File: config.mk
export PLATFORM = sky130hd
export DESIGN_NAME = base64_stream_decoder
export DESIGN_NICKNAME = d
export VERILOG_FILES = /design/src/hw/rtl/b64d_pkg.sv /design/src/hw/rtl/base64_stream_decoder.sv /design/src/hw/rtl/b64d_front.sv /design/src/hw/rtl/b64d_queue.sv /design/src/hw/rtl/b64d_back.sv
export SDC_FILE = /design/constraint.sdc
export NUM_CORES = 1
export LEC_CHECK = 0
export BUFFER_PORTS_ARGS = -buffer_cell sky130_fd_sc_hd__buf_2
export CORE_MARGIN = 2
export CORE_UTILIZATION = 30
export CTS_CLUSTER_SIZE = 25
export DETAILED_ROUTE_END_ITERATION = 16
export GPL_TIMING_DRIVEN = 0
export PLACE_DENSITY_LB_ADDON = 0.12
export SETUP_SLACK_MARGIN = 0.3
export SLEW_MARGIN = 15
export SYNTH_ARGS = -nofsm -noshare
export SYNTH_HDL_FRONTEND = slang
export SYNTH_HIERARCHICAL = 1
export SYNTH_SLANG_ARGS = --single-unit
File: constraint.sdc
create_clock -name clk -period 6.15 [get_ports clk]
set_clock_uncertainty 0.1 [all_clocks]
set_input_delay 0.3075 -clock clk [delete_from_list [all_inputs] [get_ports clk]]
set_output_delay 0.3075 -clock clk [all_outputs]
set_load 0.02 [all_outputs]
File: src/hw/rtl/b64d_pkg.sv
// Shared types and codes for the base64 stream decoder.
`default_nettype none
package b64d_pkg;

	localparam int QUEUE_DEPTH = 4;
	localparam logic [15:0] MAX_LENGTH_RESET = 16'd300;
	localparam int REG_MAX_LENGTH = 0;

	localparam logic KIND_DATA   = 1'b0;
	localparam logic KIND_STATUS = 1'b1;

	localparam logic [1:0] ST_OK       = 2'd0;
	localparam logic [1:0] ST_INVALID  = 2'd1;
	localparam logic [1:0] ST_OVERFLOW = 2'd2;

	typedef struct packed {
		logic [7:0] char_code;
		logic       end_of_text;
	} in_item_t;

	typedef struct packed {
		logic        kind;
		logic [7:0]  data_byte;
		logic [1:0]  status;
		logic [15:0] decoded_length;
		logic        last;
	} out_item_t;

	// Results caused by one character: up to three bytes, then an optional status.
	typedef struct packed {
		logic [2:0][7:0] data;
		logic [1:0]      nbytes;
		logic            has_status;
		logic [1:0]      status;
		logic [15:0]     length;
	} bundle_t;

endpackage
`default_nettype wire

File: src/hw/rtl/base64_stream_decoder.sv
// Base64 stream decoder top level: APB register, front end, bundle queue, back end.
//
// Input queue side: one character per transfer (push while full is low), with
// end_of_text on the final character of a string. Result queue side: a result
// is presented while empty is low and taken with pop. Each group of four
// symbols yields three data bytes; the final character also yields the tail
// bytes and one status item (code and decoded length, last set).
// Throughput: one character per cycle while full is low; the front end decodes
// a character in the cycle it is accepted and writes its results as one bundle
// into a four-entry queue. The back end emits one result per cycle while the
// receiver pops, so a character that completes a group holds the output for
// its three bytes and, on the final character, its status item. The first
// result of a character is registered in the queue and then in the back end.
// While the receiver stalls, bundles collect in the queue; full rises once
// it holds four bundles, and then every character waits, even one that gives
// no result.
// Reset clears decode state, queue and output; max_length returns to 300.
// max_length sits at byte address 0 of the APB port.
`default_nettype none
module base64_stream_decoder
	import b64d_pkg::*;
#(
	parameter int COUNT_WIDTH = 16
) (
	input  wire logic        clk,
	input  wire logic        arst_n,
	input  wire logic        psel,
	input  wire logic        penable,
	input  wire logic        pwrite,
	input  wire logic [1:0]  paddr,
	input  wire logic [31:0] pwdata,
	output logic [31:0]      prdata,
	output logic             pready,
	input  wire logic        push,
	output logic             full,
	input  wire in_item_t    item,
	output logic             empty,
	input  wire logic        pop,
	output out_item_t        result
);

	logic [15:0] max_length_q;
	logic        reg_sel;
	logic        accept;
	logic        bundle_valid;
	bundle_t     bundle;
	bundle_t     q_head;
	logic        q_empty, q_pop;

	assign pready  = 1'b1;
	assign reg_sel = paddr == 2'(REG_MAX_LENGTH * 4);
	assign prdata  = reg_sel ? {16'd0, max_length_q} : 32'd0;
	assign accept  = push && !full;

	always_ff @(posedge clk or negedge arst_n) begin
		if (!arst_n) begin
			max_length_q <= MAX_LENGTH_RESET;
		end else if (psel && penable && pwrite && pready && reg_sel) begin
			max_length_q <= pwdata[15:0];
		end
	end

	b64d_front #(
		.COUNT_WIDTH(COUNT_WIDTH)
	) u_front (
		.clk         (clk),
		.arst_n      (arst_n),
		.max_length  (max_length_q),
		.accept      (accept),
		.item        (item),
		.bundle_valid(bundle_valid),
		.bundle      (bundle)
	);

	b64d_queue u_queue (
		.clk    (clk),
		.arst_n (arst_n),
		.wr_en  (bundle_valid),
		.wr_data(bundle),
		.rd_en  (q_pop),
		.rd_data(q_head),
		.full   (full),
		.empty  (q_empty)
	);

	b64d_back u_back (
		.clk     (clk),
		.arst_n  (arst_n),
		.q_head  (q_head),
		.q_empty (q_empty),
		.q_pop   (q_pop),
		.pop     (pop),
		.empty   (empty),
		.out_item(result)
	);

endmodule
`default_nettype wire

File: src/hw/rtl/b64d_front.sv
// Front end: character classification, sextet packing and length check.
`default_nettype none
module b64d_front
	import b64d_pkg::*;
#(
	parameter int COUNT_WIDTH = 16
) (
	input  wire logic        clk,
	input  wire logic        arst_n,
	input  wire logic [15:0] max_length,
	input  wire logic        accept,
	input  wire in_item_t    item,
	output logic             bundle_valid,
	output bundle_t          bundle
);

	localparam int WW = ((COUNT_WIDTH > 16) ? COUNT_WIDTH : 16) + 1;

	localparam logic [6:0] SYM_SKIP = 7'd64;
	localparam logic [6:0] SYM_PAD  = 7'd65;
	localparam logic [6:0] SYM_BAD  = 7'd66;

	function automatic logic [6:0] classify(input logic [7:0] ch);
		logic [6:0] s;
		s = SYM_BAD;
		if (ch >= 8'h41 && ch <= 8'h5a) s = 7'(ch - 8'h41);
		else if (ch >= 8'h61 && ch <= 8'h7a) s = 7'(ch - 8'h61 + 8'd26);
		else if (ch >= 8'h30 && ch <= 8'h39) s = 7'(ch - 8'h30 + 8'd52);
		else if (ch == 8'h2b) s = 7'd62;
		else if (ch == 8'h2f) s = 7'd63;
		else if (ch == 8'h0a) s = SYM_SKIP;
		else if (ch == 8'h3d) s = SYM_PAD;
		return s;
	endfunction

	logic [23:0]            gb_q;
	logic [1:0]             sc_q;
	logic [COUNT_WIDTH-1:0] bc_q;
	logic                   pad_q;
	logic [1:0]             err_q;

	logic [6:0]             sym;
	logic                   act, is_sext, grp, tail;
	logic [23:0]            gb_next;
	logic [1:0]             sc_next, err_c, err_f, m, k;
	logic                   pad_c;
	logic [2:0][7:0]        cand;
	logic [WW-1:0]          bc_w, max_w;
	logic                   ok1, ok2, ok3;
	logic [COUNT_WIDTH-1:0] bc_new;
	logic [WW-1:0]          bc_new_w;

	always_comb begin
		sym     = classify(item.char_code);
		act     = (err_q == ST_OK) && !pad_q;
		is_sext = act && !sym[6];
		gb_next = is_sext ? {gb_q[17:0], sym[5:0]} : gb_q;
		grp     = is_sext && (sc_q == 2'd3);
		sc_next = is_sext ? sc_q + 2'd1 : sc_q;
		err_c   = (act && sym == SYM_BAD) ? ST_INVALID : err_q;
		pad_c   = pad_q | (act && sym == SYM_PAD);
		tail    = item.end_of_text && (err_c == ST_OK) && !grp;

		cand = '0;
		m    = 2'd0;
		if (grp) begin
			cand = {gb_next[7:0], gb_next[15:8], gb_next[23:16]};
			m    = 2'd3;
		end else if (tail && sc_next == 2'd3) begin
			cand = {8'd0, gb_next[9:2], gb_next[17:10]};
			m    = 2'd2;
		end else if (tail && sc_next == 2'd2) begin
			cand = {16'd0, gb_next[11:4]};
			m    = 2'd1;
		end

		bc_w  = WW'(bc_q);
		max_w = WW'(max_length);
		ok1   = (bc_w + WW'(1)) <= max_w;
		ok2   = (bc_w + WW'(2)) <= max_w;
		ok3   = (bc_w + WW'(3)) <= max_w;
		if (m >= 2'd3 && ok3) k = 2'd3;
		else if (m >= 2'd2 && ok2) k = 2'd2;
		else if (m >= 2'd1 && ok1) k = 2'd1;
		else k = 2'd0;

		err_f    = (m != k) ? ST_OVERFLOW : err_c;
		bc_new   = bc_q + COUNT_WIDTH'(k);
		bc_new_w = WW'(bc_new);

		bundle.data       = cand;
		bundle.nbytes     = k;
		bundle.has_status = item.end_of_text;
		bundle.status     = err_f;
		bundle.length     = bc_new_w[15:0];
		bundle_valid      = accept && ((k != 2'd0) || item.end_of_text);
	end

	always_ff @(posedge clk or negedge arst_n) begin
		if (!arst_n) begin
			gb_q  <= '0;
			sc_q  <= '0;
			bc_q  <= '0;
			pad_q <= 1'b0;
			err_q <= ST_OK;
		end else if (accept) begin
			if (item.end_of_text) begin
				gb_q  <= '0;
				sc_q  <= '0;
				bc_q  <= '0;
				pad_q <= 1'b0;
				err_q <= ST_OK;
			end else begin
				gb_q  <= grp ? 24'd0 : gb_next;
				sc_q  <= sc_next;
				bc_q  <= bc_new;
				pad_q <= pad_c;
				err_q <= err_f;
			end
		end
	end

endmodule
`default_nettype wire

File: src/hw/rtl/b64d_queue.sv
// Short queue of result bundles between front and back end.
`default_nettype none
module b64d_queue
	import b64d_pkg::*;
(
	input  wire logic    clk,
	input  wire logic    arst_n,
	input  wire logic    wr_en,
	input  wire bundle_t wr_data,
	input  wire logic    rd_en,
	output bundle_t      rd_data,
	output logic         full,
	output logic         empty
);

	localparam int PW = $clog2(QUEUE_DEPTH);

	bundle_t         mem_q [QUEUE_DEPTH];
	logic [PW-1:0]   wr_ptr_q, rd_ptr_q;
	logic [PW:0]     count_q;

	assign full    = count_q == (PW+1)'(QUEUE_DEPTH);
	assign empty   = count_q == '0;
	assign rd_data = mem_q[rd_ptr_q];

	always_ff @(posedge clk) begin
		if (wr_en) begin
			mem_q[wr_ptr_q] <= wr_data;
		end
	end

	always_ff @(posedge clk or negedge arst_n) begin
		if (!arst_n) begin
			wr_ptr_q <= '0;
			rd_ptr_q <= '0;
			count_q  <= '0;
		end else begin
			if (wr_en) wr_ptr_q <= wr_ptr_q + PW'(1);
			if (rd_en) rd_ptr_q <= rd_ptr_q + PW'(1);
			if (wr_en && !rd_en) count_q <= count_q + (PW+1)'(1);
			else if (rd_en && !wr_en) count_q <= count_q - (PW+1)'(1);
		end
	end

endmodule
`default_nettype wire

File: src/hw/rtl/b64d_back.sv
// Back end: unrolls each bundle into single result transfers.
`default_nettype none
module b64d_back
	import b64d_pkg::*;
(
	input  wire logic    clk,
	input  wire logic    arst_n,
	input  wire bundle_t q_head,
	input  wire logic    q_empty,
	output logic         q_pop,
	input  wire logic    pop,
	output logic         empty,
	output out_item_t    out_item
);

	bundle_t    cur_q;
	logic [1:0] idx_q;
	logic       busy_q;

	logic [1:0] last_idx;
	logic       at_end, is_data, advance, load;

	always_comb begin
		last_idx = cur_q.nbytes + {1'b0, cur_q.has_status} - 2'd1;
		at_end   = idx_q == last_idx;
		is_data  = idx_q < cur_q.nbytes;
		advance  = busy_q && pop;
		load     = !busy_q || (advance && at_end);
		q_pop    = load && !q_empty;
		empty    = !busy_q;

		out_item.kind           = is_data ? KIND_DATA : KIND_STATUS;
		out_item.data_byte      = 8'd0;
		if (is_data) begin
			case (idx_q)
				2'd0:    out_item.data_byte = cur_q.data[0];
				2'd1:    out_item.data_byte = cur_q.data[1];
				default: out_item.data_byte = cur_q.data[2];
			endcase
		end
		out_item.status         = is_data ? ST_OK : cur_q.status;
		out_item.decoded_length = is_data ? 16'd0 : cur_q.length;
		out_item.last           = !is_data;
	end

	always_ff @(posedge clk) begin
		if (q_pop) begin
			cur_q <= q_head;
		end
	end

	always_ff @(posedge clk or negedge arst_n) begin
		if (!arst_n) begin
			idx_q  <= '0;
			busy_q <= 1'b0;
		end else if (q_pop) begin
			idx_q  <= '0;
			busy_q <= 1'b1;
		end else if (load) begin
			busy_q <= 1'b0;
		end else if (advance) begin
			idx_q <= idx_q + 2'd1;
		end
	end

endmodule
`default_nettype wire
After elaboration in Yosys (flattened, before gate mapping) --
Memory sizes are Yosys's and may differ from the RTL's. A register that Yosys moved wholly into a read port is not among the register bits. Cells that the tools add are included.
Word-level totals: memory bits (writable) 180, input bits 50, output and inout port bits 63, bits in registers 71, logic and storage cells 144, memories kept 1
Operators by class: bitwise logic cells 1, reduce and logical (&&, ||, !) cells 46, magnitude comparators 13, add/sub/neg operators 17, multiplexer cells 41, eq/ne operators 14
Memories:
- u_queue.mem_q | depth 4, bits a word 45, rd ports 1, clocked after memory_dff 1, write ports 1, line b64d_queue.sv:18 | bundle_t mem_q [QUEUE_DEPTH];
Operators by type and width (count):
- 2-to-1 mux 24 bit | 5
- <= comparator 17 x 16 -> 1 bit | 3
- 2-to-1 mux 16 bit | 3
- 2-to-1 mux 7 bit | 6
- adder 16 x 2 -> 17 bit, second input constant | 2
- 2-to-1 mux 2 bit | 14
- logical AND 1 bit | 25
- == test 8 x 6 -> 1 bit, second input constant | 3
- adder 16 x 1 -> 17 bit, second input constant | 1
- adder 16 x 2 -> 16 bit | 1
- >= comparator 8 x 7 -> 1 bit, second input constant | 2
- <= comparator 8 x 7 -> 1 bit, second input constant | 2
- 2-to-1 mux 8 bit | 2
- one-hot mux 8 bit (2 select lines) | 1
- == test 7 bit, second input constant | 2
- subtractor 7 bit, second input constant | 2
- logical NOT 1 bit | 9
- adder 2 x 1 -> 2 bit, second input constant | 4
- == test 8 x 4 -> 1 bit, second input constant | 1
- >= comparator 8 x 6 -> 1 bit, second input constant | 1
- <= comparator 8 x 6 -> 1 bit, second input constant | 1
- logical NOT 2 bit | 4
- 2-to-1 mux 1 bit | 8
- nonzero test 2 bit | 4
- other kinds (21) | 26

Longest topological paths before layout --
Gate-level depths: netlist of the first run.
word-level depth 30, mapped depth 25, gate-level depth less buffers 25

Modules after synthesis --
The synthesis of the first run kept the hierarchy.
By module, submodules not included:
- b64d_queue | area an instance 6907.9 um^2, sequential area each 5580.4 um^2, cells an instance 269, instances 1
- b64d_front | area an instance 4857.2 um^2, sequential area each 975.9 um^2, cells an instance 631, instances 1
- b64d_back | area an instance 1924.3 um^2, sequential area each 1426.4 um^2, cells an instance 128, instances 1
- base64_stream_decoder | area an instance 922.1 um^2, sequential area each 405.4 um^2, cells an instance 73, instances 1

Worst setup path after synthesis of the first run --
No wires, ideal clock.
kind flip-flop to flip-flop, from reg u_front.bc_q[6], to mem u_queue/mem_q[1][0] in the netlist's numbering, enable pin, buffers on the path 1, data required time 5.643 ns, cell stages (with the launch flop) 16, arrival time 4.464 ns, library setup time 0.407 ns, slack 1.179 ns, clock period less this slack 4.971 ns, path through dfrtp_1 clkbuf_1 inv_1 nor3_1 nand2_1 nor3_1 nand4_1 xnor2_1 ha_1 nand4b_1 or4_1 o21ai_0 o22ai_1 a21oi_1 o41a_1 and2_1
Between the ends: word-level cells in the longest chain between the ends 11, elaborated cells between the ends (all ways) 17, those cells by class add/sub: 3; order compare: 3; mux: 5; reduce/logical: 6
RTL lines:
- start, declared | line b64d_front.sv:38 | logic [COUNT_WIDTH-1:0] bc_q;
- start signal, assigned | line b64d_front.sv:116 | bc_q <= bc_new;
- adder 16 x 1 -> 17 bit | line b64d_front.sv:79 | ok1 = (bc_w + WW'(1)) <= max_w;
- <= comparator 17 x 16 -> 1 bit | line b64d_front.sv:79
- logical AND 1 bit | line b64d_front.sv:84 | else if (m >= 2'd1 && ok1) k = 2'd1;
- 2-to-1 mux 1 bit | line b64d_front.sv:84
- 2-to-1 mux 2 bit | line b64d_front.sv:83 | else if (m >= 2'd2 && ok2) k = 2'd2;
- 2-to-1 mux 2 bit * | line b64d_front.sv:82 | if (m >= 2'd3 && ok3) k = 2'd3;
- nonzero test 2 bit * | line b64d_front.sv:96 | bundle_valid = accept && ((k != 2'd0) || item.end_of_text);
- logical OR 1 bit * | line b64d_front.sv:96
- logical AND 1 bit * | line b64d_front.sv:96
- named net bundle_valid | line base64_stream_decoder.sv:45 | logic bundle_valid;
- 2-to-1 mux 1 bit * | line b64d_queue.sv:27 | if (wr_en) begin
- 2-to-1 mux 1 bit (not written as such) * | line b64d_queue.sv:28 | mem_q[wr_ptr_q] <= wr_data;
- end, declared | line b64d_queue.sv:18
The timed path passes the listed nets; every way through them passes the cells marked *.

==> results of run 1 <==
[metal layers]
layer,track usage [%],wire length (um)
met5,0,0
met4,3.589,616
met3,2.835,1574
met2,23.51,16600
met1,20.78,17290
[worst paths after layout]
path | startpoint | endpoint | slack [ps]
max in group asynchronous | arst_n | u_queue/count_q[2] | 5270
setup reg to reg | u_front/bc_q[0] | u_front/bc_q[15] | 650
min in group asynchronous | arst_n | max_length_q[0] | 90
hold reg to reg | u_queue/count_q[2] | u_queue/count_q[2] | 390
hold / removal | item[0] | u_queue/mem_q[2][18] | 80
setup / recovery | u_front/bc_q[0] | u_front/bc_q[15] | 650
[cells in the final DEF (no fill, tap or decap), types with 7 or more instances in the layout]
cell type      synthesis  routed
a21o_1                 9       9
a21oi_1               41      41
a22o_1                14      14
a22oi_1               10      10
a31oi_1                8       7
and2_1                44      40
and3_1                 9       9
buf_2                  8      86
buf_4                 21      25
bufinv_16              0       7
clkbuf_1              29      31
clkbuf_16              0      36
conb_1                 2      17
dfrtp_1               61      60
dlygate4sd3_1          0      18
edfxtp_1             225     225
ha_1                  72      72
inv_1                 67      67
mux2_4                10      10
mux4_2                45      45
nand2_1               59      58
nand2b_1               9       9
nand3_1               34      34
nand4_1               13      13
nor2_1                44      44
nor2b_1               10       9
nor3_1                23      18
o211ai_1               8       8
o21ai_0               36      35
o22ai_1               24      24
xnor2_1               55      54
xor2_1                 8       8
[state kept, by name, summed over array words and instances, names as in the netlist]
| name | flops |
|---|---|
| u_queue/mem_q | 180 |
| u_back/cur_q | 45 |
| u_front/gb_q | 18 |
| max_length_q | 16 |
| u_front/bc_q | 16 |
| u_queue/count_q | 3 |
| u_back/idx_q | 2 |
| u_front/err_q | 2 |
| u_front/sc_q | 2 |
| u_queue/rd_ptr_q | 2 |
| u_queue/wr_ptr_q | 2 |
| u_back/busy_q | 1 |
| u_front/pad_q | 1 |
[what timing repair did]
action                                 CTS  global route
pin swaps                                0             2
endpoints found under the hold margin   82             0
setup endpoints to repair              220            40
buffers inserted                         0             3
gates resized for setup                 14            13
hold buffers                            18             0
[synth_stat cells (all sizes together), types with 9 or more instances]
library cell / number
a21o: 9
a21oi: 41
a22o: 14
a22oi: 11
and2: 44
and3: 9
buf: 40
clkbuf: 29
dfrtp: 61
edfxtp: 225
ha: 72
inv: 67
mux2: 17
mux4: 45
nand2: 59
nand2b: 9
nand3: 34
nand4: 13
nor2: 45
nor2b: 10
nor3: 23
o21ai: 38
o22ai: 24
xnor2: 55
[where the power goes]
group | internal [uW] | switching, uW
combinational | 1100 | 1650
clock | 1370 | 812
sequential | 2670 | 159
[layout make-up]
type	instances	area [um2]	share of cell area (%)
Buffer	69	431.7	2.474
Clock buffer	43	927.1	5.314
Clock inverter	21	295.3	1.693
Inverter	68	259.0	1.485
Multi-Input combinational cell	689	5705	32.70
Sequential cell	290	8389	48.09
Tap cell	615	769.5	4.411
Timing Repair Buffer	103	668.1	3.830
[critical path: cells and delay by family (launching register included)]
kind	cells	cell delay [ps]
simple gates	13	2430
compound gates	4	750
fa+ha+maj	3	960
buf+inv	2	340
xor+xnor	2	390
flops	1	440
[stage by stage]
stage	std cells	util, %
6_report	1898	36.39
5_1_grt	1898	36.39
4_1_cts	1895	36.22
3_5_place_dp	1813	33.20
3_3_place_gp	1810	33.02
2_1_floorplan	1116	-
[cells by family (layout without fill, tap and decap cells)]
group                    Yosys count  after routing  synth area share, %
XOR/XNOR                          64             64                3.948
AND/OR/NAND/NOR                  268            268                9.454
other                              2             17              0.05140
flip-flops                       290            290                57.41
buffers and inverters            137            304                4.641
AO/OA/AOI/OAI                    203            203                9.488
adder cells (fa/ha/maj)           74             74                6.439
multiplexers                      63             63                8.572
==> summary.md, run 1 <==
| Metric | Value |
|---|---|
| Clk pin slew, worst setup/hold paths | 60 ps |
| Leakage power | 0.006602 uW |
| Congestion Overflow GR | 0 |
| Synth warn | 6 |
| Filler cells | 4603 |
| CP Data Required Time | ~6500 ps |
| DRC errors left | 0 |
| Die Wd | 224.7 um |
| Layout cell share with drive strength beyond 1 | about a fifth |
| Synth Flop Type | edfxtp_1 |
| Worst vdd ir | 194.0 uV |
| PwrDens | 444.9 nW/um2 |
| Drt via density | just under 5 |
| Top-area cell type share of the netlist area | 46.24% |
| Worst skew pair latency | 550 ps |
| CTS sink count | 290 |
| Unique masters post-synth | 77 |
| Tot GR Track Use | 14.77% |
| Worst Path Class, Setup | flip-flop to flip-flop |
| CP Cell Sequence | clkbuf_4 -> inv_1 -> ha_1 -> nor3_4 -> and2_1 -> nand3_1 -> xnor2_1 -> ha_1 -> nand2_1 -> nor2_1 -> nand3_1 -> a221o_1 -> a31oi_2 -> nor3_2 -> or2_2 -> ha_1 -> a21o_1 -> and2_1 -> nand2_2 -> or2_2 -> nor3_2 -> xnor2_2 -> nand3_1 -> o21ai_0 |
| Syn_area_per_cell | 13.27 um2 |
| Largest net degree at the start of global routing | between 40 and 50 |
| Mapped Cells | 1101 |
| Post-DP HPWL | 25.43 mm |
| Cell area after layout | 17450 um2 |
| Clock tree buffer depth | 3 |
| Final Wtd Congestion | 0.8206 |
| Cell row count | 80 |
| Setup Viol. Count Final | 0 |
| Max Cap Viol | 0 |
| DR vias | 9267 |
| Synth Cell Area | roughly 15000 um2 |
| Initial antenna violation count | 0 |
| Final hold violation count | 0 |
| Die height | 224.7 um |
| Reg2Reg Depth | 24 |
| Final WS setup | 653.2 ps |
| DRT antenna net count | 0 |
| Drt wl/cell | 19.01 um |
| Initial drt markers | a little over 500 |
| Slew Limit Fails | 0 |
| Die Area | 50490 um2 |
| Tmin final | 5497 ps |
| Max-slew headroom | between 40% and 50% |
| Post-Place Worst Slack | -489.2 ps |
| Status | complete, no violations |
| Initial core utilization | 30.47% |
| Number of CTS-inserted buffers | 35 |
| WHS Path Cells | 2 |
| Core area | 47950 um2 |
| Crit end category | flip-flop |
| CP max stage delay | ~440 ps |
| Vias in the first global route | 9434 |
| ANT cells | 0 |
| Register bit total from synthesis | between 200 and 300 |
| Fmax achieved | around 180 MHz |
| Max Fanout on Critical Path | 8 |
| Top post-synthesis cells by area | edfxtp_1 46%, dfrtp_1 10%, mux4_2 6.9% |
| Root Buffer | clkbuf_16 |
| # nets final | 1380 |
| Crit path DAT | 5860 ps |
| Post-synth ARST share | 22.41% |
| DRT Wirelength | about 36 mm |
| IO buf count | 79 |
| First-pass GRT wire length | 56.57 mm |
| H-tree depth | 2 |
| Tot Pwr | 7761 uW |
| Slew @ Worst Pin | 776.2 ps |
| CP max-delay cell | dfrtp_1 |
| Crit share post-route | between 80% and 90% |
| Seq/Total Area, Yosys | 57.41% |
| CTS tree | yes |
| Total negative slack | 0 ps |
| RSZ-0062 raised after global routing | no |
| Fin Hold WS | approximately 76 ps |
| CP Launch Type | flip-flop |
| Drt pass-1 iters | 5 |
| Cell Area, Placed | 15920 um2 |
| Synth area leader | edfxtp_1 |
| # IOs | 113 |
| Post-synth EDFFs | 225 |
| HP Class | primary input to flip-flop |
| Area growth, synth to finish | 19.40% |
Note: power is estimated with default switching activity, not from simulation.
==> run 2, diff against run 1 <==
--- a/config.mk
+++ b/config.mk
@@ -8,11 +8,12 @@
 export BUFFER_PORTS_ARGS = -buffer_cell sky130_fd_sc_hd__buf_2
 export CORE_MARGIN = 2
 export CORE_UTILIZATION = 30
+export CTS_BUF_LIST = sky130_fd_sc_hd__clkbuf_16
 export CTS_CLUSTER_SIZE = 25
 export DETAILED_ROUTE_END_ITERATION = 16
 export GPL_TIMING_DRIVEN = 0
 export PLACE_DENSITY_LB_ADDON = 0.12
-export SETUP_SLACK_MARGIN = 0.3
+export SETUP_SLACK_MARGIN = 0.02
 export SLEW_MARGIN = 15
 export SYNTH_ARGS = -nofsm -noshare
 export SYNTH_HDL_FRONTEND = slang
==> run 2 against run 1 <==
  * Final cell count down 0.16%
  * Highest routed layer unchanged
  * First-iteration DRC count shrank 1.8%
  * Register-to-register slack worse by 220 ps
  * Hold slack got worse by 2.0 ps
  * Sequential cell count unchanged
  * Critical path type unchanged
  * Critical endpoint unchanged
  * Fmax is 3.9% lower
  * Via count hardly changed
  * Sequential share of layout area rose by 0.18 points
==> summary.md, run 2 (same netlist as run 1, synthesis figures left out) <==
| Metric | Value |
|---|---|
| Crit path DAT | 6090 ps (was 5860 ps) |
| Filler cells | 4611 (was 4603) |
| Max Fanout on Critical Path | 8 (unchanged) |
| Reg2Reg Depth | 24 (unchanged) |
| Leakage power | 0.006571 uW (was 0.006602 uW) |
| Worst path bufs/invs | 2 (unchanged) |
| Root Buffer | clkbuf_16 (unchanged) |
| RSZ-0062 raised after global routing | no (unchanged) |
| CP max stage delay | 440 ps (about the same) |
| Reg with most FFs | u_queue/mem_q (unchanged) |
| Die Wd | 224.7 um (unchanged) |
| Final hold violation count | 0 (unchanged) |
| Crit end category | flip-flop (unchanged) |
| # IOs | 113 (unchanged) |
| Cell row count | 80 (unchanged) |
| Worst Hold Launch | item[0] (unchanged) |
| Max FFs per register | 180 (unchanged) |
| R2r startpoint | u_front/bc_q[0] (unchanged) |
| DR vias | 9266 (was 9267) |
| Hold-critical path endpoint | u_queue/mem_q[2][18] (unchanged) |
| Tot GR Track Use | 14.77% (unchanged) |
| Worst skew pair latency | 550 ps (about the same) |
| CP max-delay cell | dfrtp_1 (unchanged) |
| H-tree depth | 2 (unchanged) |
| Worst vdd ir | 193.8 uV (was 194.0 uV) |
| Worst Path Class, Setup | flip-flop to flip-flop (unchanged) |
| PwrDens | 445.1 nW/um2 (was 444.9 nW/um2) |
| Final WS setup | 432.2 ps (was 653.2 ps) |
| CP Data Required Time | 6520 ps (about the same) |
| Setup Viol. Count Final | 0 (unchanged) |
| Area growth, synth to finish | 18.96% (was 19.40%) |
| Largest net degree at the start of global routing | 48 (unchanged) |
| DRT antenna net count | 0 (unchanged) |
| Initial antenna violation count | 0 (unchanged) |
| First-pass GRT wire length | 56.59 mm (was 56.57 mm) |
| Reg2reg end | u_front/bc_q[15] (unchanged) |
| Fmax achieved | 174.9 MHz (was 181.9 MHz) |
| CTS tree | yes (unchanged) |
| Post-DP HPWL | 25.43 mm (unchanged) |
| Drt pass-1 iters | 5 (unchanged) |
| Tmin final | 5718 ps (was 5497 ps) |
| # nets final | 1377 (was 1380) |
| Vias in the first global route | 9450 (was 9434) |
| WHS Path Cells | 2 (unchanged) |
| Layout cell share with drive strength beyond 1 | 20.39% (was 20.97%) |
| Initial core utilization | 30.47% (unchanged) |
| Die height | 224.7 um (unchanged) |
| Tot Pwr | 7736 uW (was 7761 uW) |
| Final Wtd Congestion | 0.8206 (unchanged) |
| Core area | 47950 um2 (unchanged) |
| Status | complete, no violations (unchanged) |
| Finished Core Util | 36.25% (was 36.39%) |
| DRT Wirelength | 36.05 mm (was 36.09 mm) |
| Biggest regs | u_queue/mem_q (180), u_back/cur_q (45), u_front/gb_q (18) (unchanged) |
| Die Area | 50490 um2 (unchanged) |
| CP Launch Type | flip-flop (unchanged) |
| Crit share post-route | 92.97% (was 89.38%) |
| Clk pin slew, worst setup/hold paths | 60 ps (about the same) |
| Post-Place Worst Slack | -489.2 ps (unchanged) |
| CTS sink count | 290 (unchanged) |
| Slew @ Worst Pin | 776.4 ps (was 776.2 ps) |
| Slew Limit Fails | 0 (unchanged) |
| Max-slew headroom | 47.69% (was 47.71%) |
| HP Class | primary input to flip-flop (unchanged) |
| DRC errors left | 0 (unchanged) |
| ANT cells | 0 (unchanged) |
| Max Cap Viol | 0 (unchanged) |
| CP Cell Sequence | clkbuf_2 -> inv_1 -> ha_1 -> nor3_2 -> and2_1 -> nand3_1 -> xnor2_1 -> ha_1 -> nand2_1 -> nor2_1 -> nand3_1 -> a221o_1 -> a31oi_1 -> nor3_2 -> or2_2 -> ha_1 -> a21o_1 -> and2_1 -> nand2_1 -> or2_2 -> nor3_2 -> xnor2_2 -> nand3_1 -> o21ai_0 (was clkbuf_4 -> inv_1 -> ha_1 -> nor3_4 -> and2_1 -> nand3_1 -> xnor2_1 -> ha_1 -> nand2_1 -> nor2_1 -> nand3_1 -> a221o_1 -> a31oi_2 -> nor3_2 -> or2_2 -> ha_1 -> a21o_1 -> and2_1 -> nand2_2 -> or2_2 -> nor3_2 -> xnor2_2 -> nand3_1 -> o21ai_0) |
| Clock tree buffer depth | 3 (unchanged) |
| Congestion Overflow GR | 0 (unchanged) |
| Fin Hold WS | 73.85 ps (was 75.85 ps) |
| IO buf count | 79 (unchanged) |
| Drt wl/cell | 19.02 um (was 19.01 um) |
| Most frequent cells in the layout | 225 x edfxtp_1, 86 x buf_2, 74 x inv_1 (was 225 x edfxtp_1, 86 x buf_2, 72 x ha_1) |
| Reg2Reg Setup Slack | 430 ps (was 650 ps) |
| Number of CTS-inserted buffers | 35 (unchanged) |
| Initial drt markers | 498 (was 507) |
| Commonest non-fill, non-tap cell in the layout | edfxtp_1 (unchanged) |
| Largest delay share family, worst path | simple AND/OR/NAND/NOR gates (unchanged) |
| Drt via density | 4.890 (was 4.883) |
run 2: cell types whose count changed in the layout (fill, tap and decap cells not counted), sizes merged:
cell      previous run  this run
clkinv              13        14
clkinvlp             1         0
inv                 68        75
clkbuf              72        62
run 2: layer usage:
layer  up-vias  wire, um  GRT usage [%]
met2       199     16630          23.51
li1       4417         -              -
met3        43      1643          2.835
met5         -         0              0
met1      4607     17190          20.78
met4         0       588          3.589
run 2: timing repair:
action / in CTS / in global routing
hold buffers: 18 / 0
endpoints found under the setup margin: 36 / 30
gates resized for setup: 9 / 5
hold endpoints to repair: 82 / 0
buffers inserted: 0 / 3
run 2: power breakdown:
| part | internal (uW) | total (uW) | switching, uW |
|---|---|---|---|
| combinational | 1090 | 2710 | 1620 |
| clock | 1360 | 2180 | 815 |
| sequential | 2670 | 2850 | 175 |
| total | 5120 | 7740 | 2610 |
run 2: worst max-delay path by stage:
| stage | endpoint | depth (start not counted) | slack, ps | from |
|---|---|---|---|---|
| 3_3_place_gp | u_queue/mem_q[1][42] | 15 | -1050 | u_front/bc_q[1] |
| 3_5_place_dp | u_front/bc_q[15] | 24 | -490 | u_front/bc_q[1] |
| 6_report | u_front/bc_q[15] | 24 | 430 | u_front/bc_q[0] |
| 4_1_cts | u_front/bc_q[15] | 23 | 180 | u_front/bc_q[6] |
| 2_1_floorplan | u_queue/mem_q[1][0] | 15 | 1180 | u_front/bc_q[6] |
| 5_1_grt | u_front/bc_q[15] | 25 | 30 | u_front/bc_q[0] |
run 2: through the flow:
step	TNS, ps	std cells	instance area, um2
2_1_floorplan	0	1116	14670
3_3_place_gp	-193790	1810	15830
3_5_place_dp	-7929	1813	15920
4_1_cts	0	1895	17350
5_1_grt	0	1895	17380
6_report	0	1895	17380
run 2: final cells by class:
type | instances | area, um2 | share of cell area (%)
tap | 615 | 769.5 | 4.427
clock inverter | 28 | 321.6 | 1.850
clock buffer | 36 | 900.9 | 5.183
timing repair buffer | 103 | 668.1 | 3.844
sequential | 290 | 8389 | 48.27
buffer | 66 | 414.1 | 2.383
inverter | 68 | 255.2 | 1.468
multi-input combinational | 689 | 5663 | 32.58
==> run 3, diff against run 2 <==
--- a/config.mk
+++ b/config.mk
@@ -14,7 +14,7 @@
 export GPL_TIMING_DRIVEN = 0
 export PLACE_DENSITY_LB_ADDON = 0.12
 export SETUP_SLACK_MARGIN = 0.02
-export SLEW_MARGIN = 15
+export SLEW_MARGIN = 20
 export SYNTH_ARGS = -nofsm -noshare
 export SYNTH_HDL_FRONTEND = slang
 export SYNTH_HIERARCHICAL = 1
==> constraint.sdc (replaced) <==
create_clock -name clk -period 7 [get_ports clk]
set_clock_uncertainty 0.1 [all_clocks]
set_input_delay 0.35 -clock clk [delete_from_list [all_inputs] [get_ports clk]]
set_output_delay 0.35 -clock clk [all_outputs]
set_load 0.02 [all_outputs]
==> run 3 against run 2 <==
  * Non-clock buffer count increased by 3
  * Hold slack is essentially flat
  * Final cell count stayed put
  * Power is 13% lower
  * Routed wire length grew 0.68%
  * Sequential power fell by 13%
  * Clock power shrank 17%
  * Count of clock-buffer cells in the layout did not move
  * Register-to-register slack improved by 210 ps
  * Combinational power down 11%
  * Highest routed layer unchanged
  * Fmax is 10% lower
==> summary.md, run 3 (same netlist as run 1, synthesis figures left out) <==
| Metric | Value |
|---|---|
| Worst Path Class, Setup | flip-flop to flip-flop (unchanged) |
| Finished Core Util | 36.12% (was 36.25%) |
| Tot Pwr | 6708 uW (was 7736 uW) |
| Clk pin slew, worst setup/hold paths | 60 ps (about the same) |
| Initial core utilization | 30.47% (unchanged) |
| RSZ-0062 raised after global routing | no (unchanged) |
| CTS sink count | 290 (unchanged) |
| Tmin final | 6358 ps (was 5718 ps) |
| Register area | 8388 um2 (was 8389 um2) |
| Internal | 4402 uW (was 5123 uW) |
| Largest delay share family, worst path | simple AND/OR/NAND/NOR gates (unchanged) |
| Die Wd | 224.7 um (unchanged) |
| Max-slew headroom | 47.62% (was 47.69%) |
| DRT Wirelength | 36.29 mm (was 36.05 mm) |
| Root Buffer | clkbuf_16 (unchanged) |
| Number of CTS-inserted buffers | 35 (unchanged) |
| Tot GR Track Use | 14.76% (was 14.77%) |
| CP max-delay cell | a2111oi_0 (was dfrtp_1) |
| Max Fanout on Critical Path | 8 (unchanged) |
| Sequential share of power | 37.1% (was 36.8%) |
| Biggest regs | u_queue/mem_q (180), u_back/cur_q (45), u_front/gb_q (18) (unchanged) |
| DR vias | 9210 (was 9266) |
| DRT antenna net count | 0 (unchanged) |
| Crit share post-route | 90.83% (was 92.97%) |
| CP Cell Sequence | clkbuf_1 -> inv_1 -> ha_1 -> nor3_2 -> and2_1 -> nand3_1 -> xnor2_1 -> ha_1 -> nand2_1 -> nor3_1 -> a2111oi_0 -> a31oi_1 -> nor3_1 -> inv_1 -> o21ai_1 -> ha_1 -> a21o_1 -> and2_1 -> nand2_1 -> or2_2 -> nor3_1 -> xnor2_1 -> nand3_1 -> o21ai_0 (was clkbuf_2 -> inv_1 -> ha_1 -> nor3_2 -> and2_1 -> nand3_1 -> xnor2_1 -> ha_1 -> nand2_1 -> nor2_1 -> nand3_1 -> a221o_1 -> a31oi_1 -> nor3_2 -> or2_2 -> ha_1 -> a21o_1 -> and2_1 -> nand2_1 -> or2_2 -> nor3_2 -> xnor2_2 -> nand3_1 -> o21ai_0) |
| # IOs | 113 (unchanged) |
| Crit end category | flip-flop (unchanged) |
| Crit path DAT | 6710 ps (was 6090 ps) |
| Die height | 224.7 um (unchanged) |
| H-tree depth | 2 (unchanged) |
| HP Class | primary input to flip-flop (unchanged) |
| Vias in the first global route | 9405 (was 9450) |
| Largest net degree at the start of global routing | 43 (was 48) |
| Core area | 47950 um2 (unchanged) |
| Layout cell share with drive strength beyond 1 | 19.69% (was 20.39%) |
| Commonest non-fill, non-tap cell in the layout | edfxtp_1 (unchanged) |
| IO buf count | 79 (unchanged) |
| Drt via density | 4.860 (was 4.890) |
| CP max stage delay | 530 ps (was 440 ps) |
| Filler cells | 4638 (was 4611) |
| CP Launch Type | flip-flop (unchanged) |
| Area growth, synth to finish | 18.53% (was 18.96%) |
| Clock tree buffer depth | 3 (unchanged) |
| First-pass GRT wire length | 56.62 mm (was 56.59 mm) |
| Slew Limit Fails | 0 (unchanged) |
| CP Data Required Time | 7360 ps (was 6520 ps) |
| Final Wtd Congestion | 0.8206 (unchanged) |
| Comb pwr share | 36.1% (was 35.1%) |
| Final hold violation count | 0 (unchanged) |
| Cell row count | 80 (unchanged) |
| Initial antenna violation count | 0 (unchanged) |
| Sw Share | 34.38% (was 33.78%) |
| Fin Hold WS | 73.38 ps (was 73.85 ps) |
| Drt pass-1 iters | 5 (unchanged) |
| Multi-input logic area | 5630 um2 (was 5663 um2) |
| Status | complete, no violations (unchanged) |
| Setup Viol. Count Final | 0 (unchanged) |
| Max FFs per register | 180 (unchanged) |
| Max Cap Viol | 0 (unchanged) |
| Worst skew pair latency | 540 ps (was 550 ps) |
| Post-DP HPWL | 25.82 mm (was 25.43 mm) |
| Reg with most FFs | u_queue/mem_q (unchanged) |
| CTS tree | yes (unchanged) |
| Worst path bufs/invs | 3 (was 2) |
| Initial drt markers | 509 (was 498) |
| Slew @ Worst Pin | 785.7 ps (was 776.4 ps) |
| Congestion Overflow GR | 0 (unchanged) |
| Die Area | 50490 um2 (unchanged) |
| Clock share of power | 26.8% (was 28.1%) |
| Sw power | 2306 uW (was 2613 uW) |
| ANT cells | 0 (unchanged) |
| Post-Place Worst Slack | 361.6 ps (was -489.2 ps) |
| # nets final | 1380 (was 1377) |
| PwrDens | 387.3 nW/um2 (was 445.1 nW/um2) |
| DRC errors left | 0 (unchanged) |
| Fmax achieved | 157.3 MHz (was 174.9 MHz) |
| Worst vdd ir | 151.4 uV (was 193.8 uV) |
| Leakage power | 0.006523 uW (was 0.006571 uW) |
| Final WS setup | 641.6 ps (was 432.2 ps) |
| Drt wl/cell | 19.15 um (was 19.02 um) |
| Most frequent cells in the layout | 225 x edfxtp_1, 86 x buf_2, 72 x inv_1, 72 x ha_1, 61 x dfrtp_1 (was 225 x edfxtp_1, 86 x buf_2, 74 x inv_1) |
| Cell area after layout | 17320 um2 (was 17380 um2) |
| Cell Area, Placed | 16000 um2 (was 15920 um2) |
run 3: cell types whose count changed in the layout (fill, tap and decap cells not counted), sizes merged:
cell         previous run  this run
inv                    75        73
clkinv                 14        15
bufinv                  7         4
buf                   125       126
clkinvlp                0         1
clkbuf                 62        65
dlygate4sd3            18        17
run 3: per-stage QoR:
step                instances  setup TNS, ps
finish                   1895              0
global route             1895              0
CTS                      1895              0
detailed placement       1817              0
global placement         1810         -32750
floorplan                1116              0
run 3: path summary, 6_finish.rpt:
check                                    from                 end  slack [ps]  cells past startpoint
setup reg to reg              u_front/bc_q[0]    u_front/bc_q[15]         640                     24
min in group asynchronous              arst_n     u_front/gb_q[7]         170                      2
hold reg to reg            u_queue/count_q[2]  u_queue/count_q[2]         390                      1
setup / recovery              u_front/bc_q[0]    u_front/bc_q[15]         640                     24
max in group asynchronous              arst_n     u_back/idx_q[1]        6030                      3
hold / removal                            pop     u_back/idx_q[1]          70                      3
run 3: layer usage:
| metal | vias to the layer above | global-route usage [%] | wire length [um] |
|---|---|---|---|
| met5 | - | 0 | 0 |
| met4 | 0 | 3.525 | 576 |
| met3 | 45 | 2.691 | 1556 |
| met2 | 182 | 23.42 | 16610 |
| met1 | 4570 | 20.97 | 17540 |
| li1 | 4413 | - | - |
run 3: repair_timing:
action / CTS / global route
setup buffers: 0 / 0
hold buffers: 17 / 0
gates resized for setup: 0 / 3
hold endpoints to repair: 41 / 0
setup endpoints to repair: 0 / 17
run 3: cell type report:
cell class / count / share of cell area, %
Timing Repair Buffer: 103 / 4.132
Buffer: 69 / 2.442
Clock buffer: 36 / 5.202
Sequential cell: 290 / 48.43
Multi-Input combinational cell: 689 / 32.51
Inverter: 68 / 1.474
Clock inverter: 25 / 1.365
Tap cell: 615 / 4.443
run 3: worst min-delay path, stage by stage:
cell and delay, ps:
buf_2 130, o2111ai_1 80, o211ai_1 80
run 3: power groups by stage:
stage                     Clock (uW)  Sequential, uW  Combinational [uW]
after floorplan                    0            2490                1680
after global placement             0            2560                2380
final                           1800            2490                2420
after detailed placement           0            2520                2470
after global routing            1930            2530                2690
after CTS                       1860            2490                2480
